$ cat src/sv/lpfi_pkg.sv
// Shared types and constants for the linear-probe find-or-insert hash table.
// No dependencies; every other file refers to this package by scoped names.
package lpfi_pkg;

    localparam int TAG_W       = 64;
    localparam int TAG_FLAG    = TAG_W - 1;   // occupied flag bit of a stored tag
    localparam int HASH_W      = 64;
    localparam int KEY_IN_W    = 64;
    localparam int SLOT_OUT_W  = 10;
    localparam int TOTAL_OUT_W = 11;
    localparam int STATUS_W    = 2;

    localparam logic OP_FIND_OR_INSERT = 1'b0;
    localparam logic OP_FIND_ONLY      = 1'b1;

    localparam logic [STATUS_W-1:0] STATUS_MATCHED   = 2'd0;
    localparam logic [STATUS_W-1:0] STATUS_INSERTED  = 2'd1;
    localparam logic [STATUS_W-1:0] STATUS_NOT_FOUND = 2'd2;
    localparam logic [STATUS_W-1:0] STATUS_FULL      = 2'd3;

    // Outcome of comparing one slot against the item being probed.
    typedef struct packed {
        logic occupied;
        logic hit;
    } t_probe;

endpackage

$ cat src/sv/lpfi_cmp.sv
// Slot compare unit: occupied flag, tag match with the flag bit ignored, key match.
// Depends on lpfi_pkg.
module lpfi_cmp #(
    parameter int KEY_BITS = 64
) (
    input  logic [lpfi_pkg::TAG_W-1:0]  i_tag,
    input  logic [KEY_BITS-1:0]         i_slot_key,
    input  logic [lpfi_pkg::HASH_W-1:0] i_hash,
    input  logic [KEY_BITS-1:0]         i_key,
    output lpfi_pkg::t_probe            o_probe
);

    logic tag_eq;

    assign tag_eq = (i_tag[lpfi_pkg::TAG_FLAG-1:0] == i_hash[lpfi_pkg::TAG_FLAG-1:0]);

    always_comb begin
        o_probe.occupied = i_tag[lpfi_pkg::TAG_FLAG];
        o_probe.hit      = i_tag[lpfi_pkg::TAG_FLAG] && tag_eq && (i_slot_key == i_key);
    end

endmodule

$ cat config.mk
export PLATFORM = sky130hd
export DESIGN_NAME = lpfi_cmp
export DESIGN_NICKNAME = d
export VERILOG_FILES = /design/src/sv/lpfi_pkg.sv /design/src/sv/lpfi_cmp.sv
export SDC_FILE = /design/constraint.sdc
export NUM_CORES = 1
export LEC_CHECK = 0
export ABC_AREA = 0
export BUFFER_PORTS_ARGS = -buffer_cell sky130_fd_sc_hd__clkbuf_2
export CELL_PAD_IN_SITES_DETAIL_PLACEMENT = 0
export CELL_PAD_IN_SITES_GLOBAL_PLACEMENT = 1
export CORE_MARGIN = 1
export CORE_UTILIZATION = 18
export DETAILED_ROUTE_END_ITERATION = 12
export GPL_ROUTABILITY_DRIVEN = 0
export PLACE_DENSITY = 0.93
export SLEW_MARGIN = 20
export SYNTH_ARGS = -nofsm -noshare
export SYNTH_HDL_FRONTEND = slang
export SYNTH_SLANG_ARGS = --single-unit
$ cat constraint.sdc
create_clock -name vclk -period 1.7
set_clock_uncertainty 0.15 [all_clocks]
set_input_delay 0.255 -clock vclk [all_inputs]
set_output_delay 0.255 -clock vclk [all_outputs]
set_load 0.005 [all_outputs]
==> metrics.csv <==
stage;metric;value;unit
floorplanning;Die X;100;um
sta;Period Utilization, post-route;128;%
power_and_ir_drop;power per cell area;226;mW/mm^2
layout;area grow syn2layout;98.6;%
floorplanning;initial cell density of the core;18.7;%
drt;drt drc;0;
synthesis;Mean Syn Cell Area;7.13;sq um
sta;Final min period;2180;ps
sta;Final WS setup;-478;ps
grt;first-pass GRT wire length;13.8;mm
sta;Fin. Hold Viols;0;
sta;slew margin rel.;74.5;%
power_and_ir_drop;sequential share of power;0;%
worst_setup_path;CP startpoint kind;primary input;
layout;Ant. Diodes;0;
cts;setup bufs post-CTS;0;
synthesis;Syn Inst Count;243;
drt;Total Wirelength;9.91;mm
drt;Final ANT Viol Nets;0;
layout;final net count;783;
grt;GRT met2 Usage;37.7;%
grt;gr usage total;18.3;%
sta;final setup violation count;1;
sta;fmax;459;MHz
synthesis;Ys Warns;0;
grt;GR Layer Usage met3;3.55;%
power_and_ir_drop;Cell Int Power;454;uW
layout;num sequential;0;
worst_setup_path;Crit. End Element;primary output;
drt;Vias/cell;4.35;
floorplanning;core area;0.00928;sq mm
layout;Register Area;0;sq um
grt;global route overflow;0;
power_and_ir_drop;post-layout power;776;uW
drt;vias;2842;
drt;DR pass1 iterations;4;
worst_setup_path;CP Class;in -> out;
floorplanning;Rows;35;
worst_setup_path;slowest cell on the critical path;a2111o_1;
layout;most frequent cells in the layout;255 x clkbuf_2, 57 x xnor2_1, 38 x nor2b_1;
power_and_ir_drop;switching portion of total power;41.5;%
worst_setup_path;CP Max Fanout;2;
worst_setup_path;CP Cell Sequence;clkbuf_2, nor2b_1, a2111o_1, nor4_2, nand4_1, nor4_2, buf_2;
floorplanning;Die ar.;0.0100;sq mm
layout;# fillers;1012;
floorplanning;io pins;258;
run;max cap viols;0;
sta;sum of negative setup slack;-478;ps
status;status;finished, violations left;
placed_design;placed insts;654;
status;failing checks;negative setup slack;
power_and_ir_drop;Clock power frac;0;%
worst_setup_path;Critical Path RT;1290;ps
power_and_ir_drop;Lkg Pwr;1.82;nW
layout;commonest non-fill, non-tap cell in the layout;clkbuf_2;
synthesis;syn_nets;499;
sta;Least-Margin Pin Slew;380;ps
placed_design;DP Wirelength;9.52;mm
sta;Slew Viols, Final;0;
grt;pin count of the biggest net entering global routing;3;
worst_setup_path;Most Frequent Cell on Critical Path;nor4_2;
layout;fin cells;654;
layout;Layout clock buffers;0;
grt;vias in the first global route;2906;
drt;Routed WL per cell;15.1;um
power_and_ir_drop;Sw Pwr;322;uW
grt;most used routing layer;met2;
layout;share of post-route cells with drive strength above 1;56.4;%
worst_setup_path;peak per-stage delay on the critical path;420;ps
power_and_ir_drop;Max VDD drop;0.0891;mV
worst_hold_path;Min-Delay Path Class;in -> out;
synthesis;post-synthesis sequential area ratio;0;%
synthesis;Yosys cell types;23;
synthesis;post-synthesis cell area;0.00173;sq mm
grt;met1 Use GR;18.7;%
worst_setup_path;Arr. time, crit path;1770;ps
sta;RSZ-0062 raised after global routing;true;
power_and_ir_drop;Logic pwr share;100.0;%
placed_design;# port buffers;257;
drt;Iter 0 DRT Violations;63;
floorplanning;Die Span Y;100;um
grt;initial antenna violation count;0;
cell usage after synthesis, types with 3 or more instances:
| library cell | instances | share of area (%) |
|---|---|---|
| xnor2_1 | 58 | 29 |
| inv_1 | 32 | 6.9 |
| nand2b_1 | 26 | 9.4 |
| nor3_1 | 3 | 0.87 |
| xor2_1 | 6 | 3.0 |
| nand4_1 | 17 | 6.1 |
| o221ai_1 | 4 | 2.0 |
| o22ai_1 | 9 | 3.2 |
| nor4_1 | 9 | 3.2 |
| a2111o_1 | 14 | 9.1 |
| nor2b_1 | 40 | 14 |
| o2111ai_1 | 9 | 4.5 |
routing by layer:
layer	part of all wire, %	wire length, um
met2	53	5250
met5	0	0
met3	9.0	887
met4	2.1	208
met1	36	3560
cell type report:
type | count | area, sq um | area share [%]
Tap cell | 129 | 161 | 4.69
Multi-Input combinational cell | 207 | 1660 | 48.3
Timing Repair Buffer | 283 | 1490 | 43.2
Inverter | 35 | 131 | 3.82
through the flow:
stage	cell area [sq um]	hold WS, ps	util [%]	setup WS [ps]
after CTS	3400	572	36.6	-440
final	3440	576	37.1	-478
after detailed placement	3370	572	36.3	-649
after floorplan	1730	441	-	-59.0
after global routing	3440	582	37.1	-538
after global placement	3370	571	36.3	-557
final timing paths:
| kind | start | end | slack, ps | depth (start not counted) |
|---|---|---|---|---|
| min | i_tag[63] | o_probe[1] | 580 | 2 |
| max | i_hash[30] | o_probe[0] | -480 | 7 |
logic make-up after synthesis:
group / synth area share, %
buffers and inverters: 8.01
AOI/OAI and AO/OA: 21.6
and+or+nand+nor: 38.0
xor gates and xnor gates: 32.3
timing repair:
action                                 in CTS  in global routing
endpoints found under the hold margin       0                  0
setup endpoints to repair                   1                  1
pin swaps                                   2                  7
gates cloned                                0                  0
resized for setup                           5                  9
hold buffers                                0                  0
power groups by stage:
stage	Combinational (mW)	Sequential [mW]	Clock (mW)
3_3_place_gp	0.746	0	0
3_5_place_dp	0.760	0	0
6_report	0.776	0	0
5_1_grt	0.849	0	0
4_1_cts	0.775	0	0
2_1_floorplan	0.293	0	0
critical path: cells and delay by family:
family | cells | cell delay, ps
AOI/OAI and AO/OA | 1 | 420
buffers and inverters | 2 | 250
and+or+nand+nor | 4 | 850
Power figures use the tool's default switching activity.
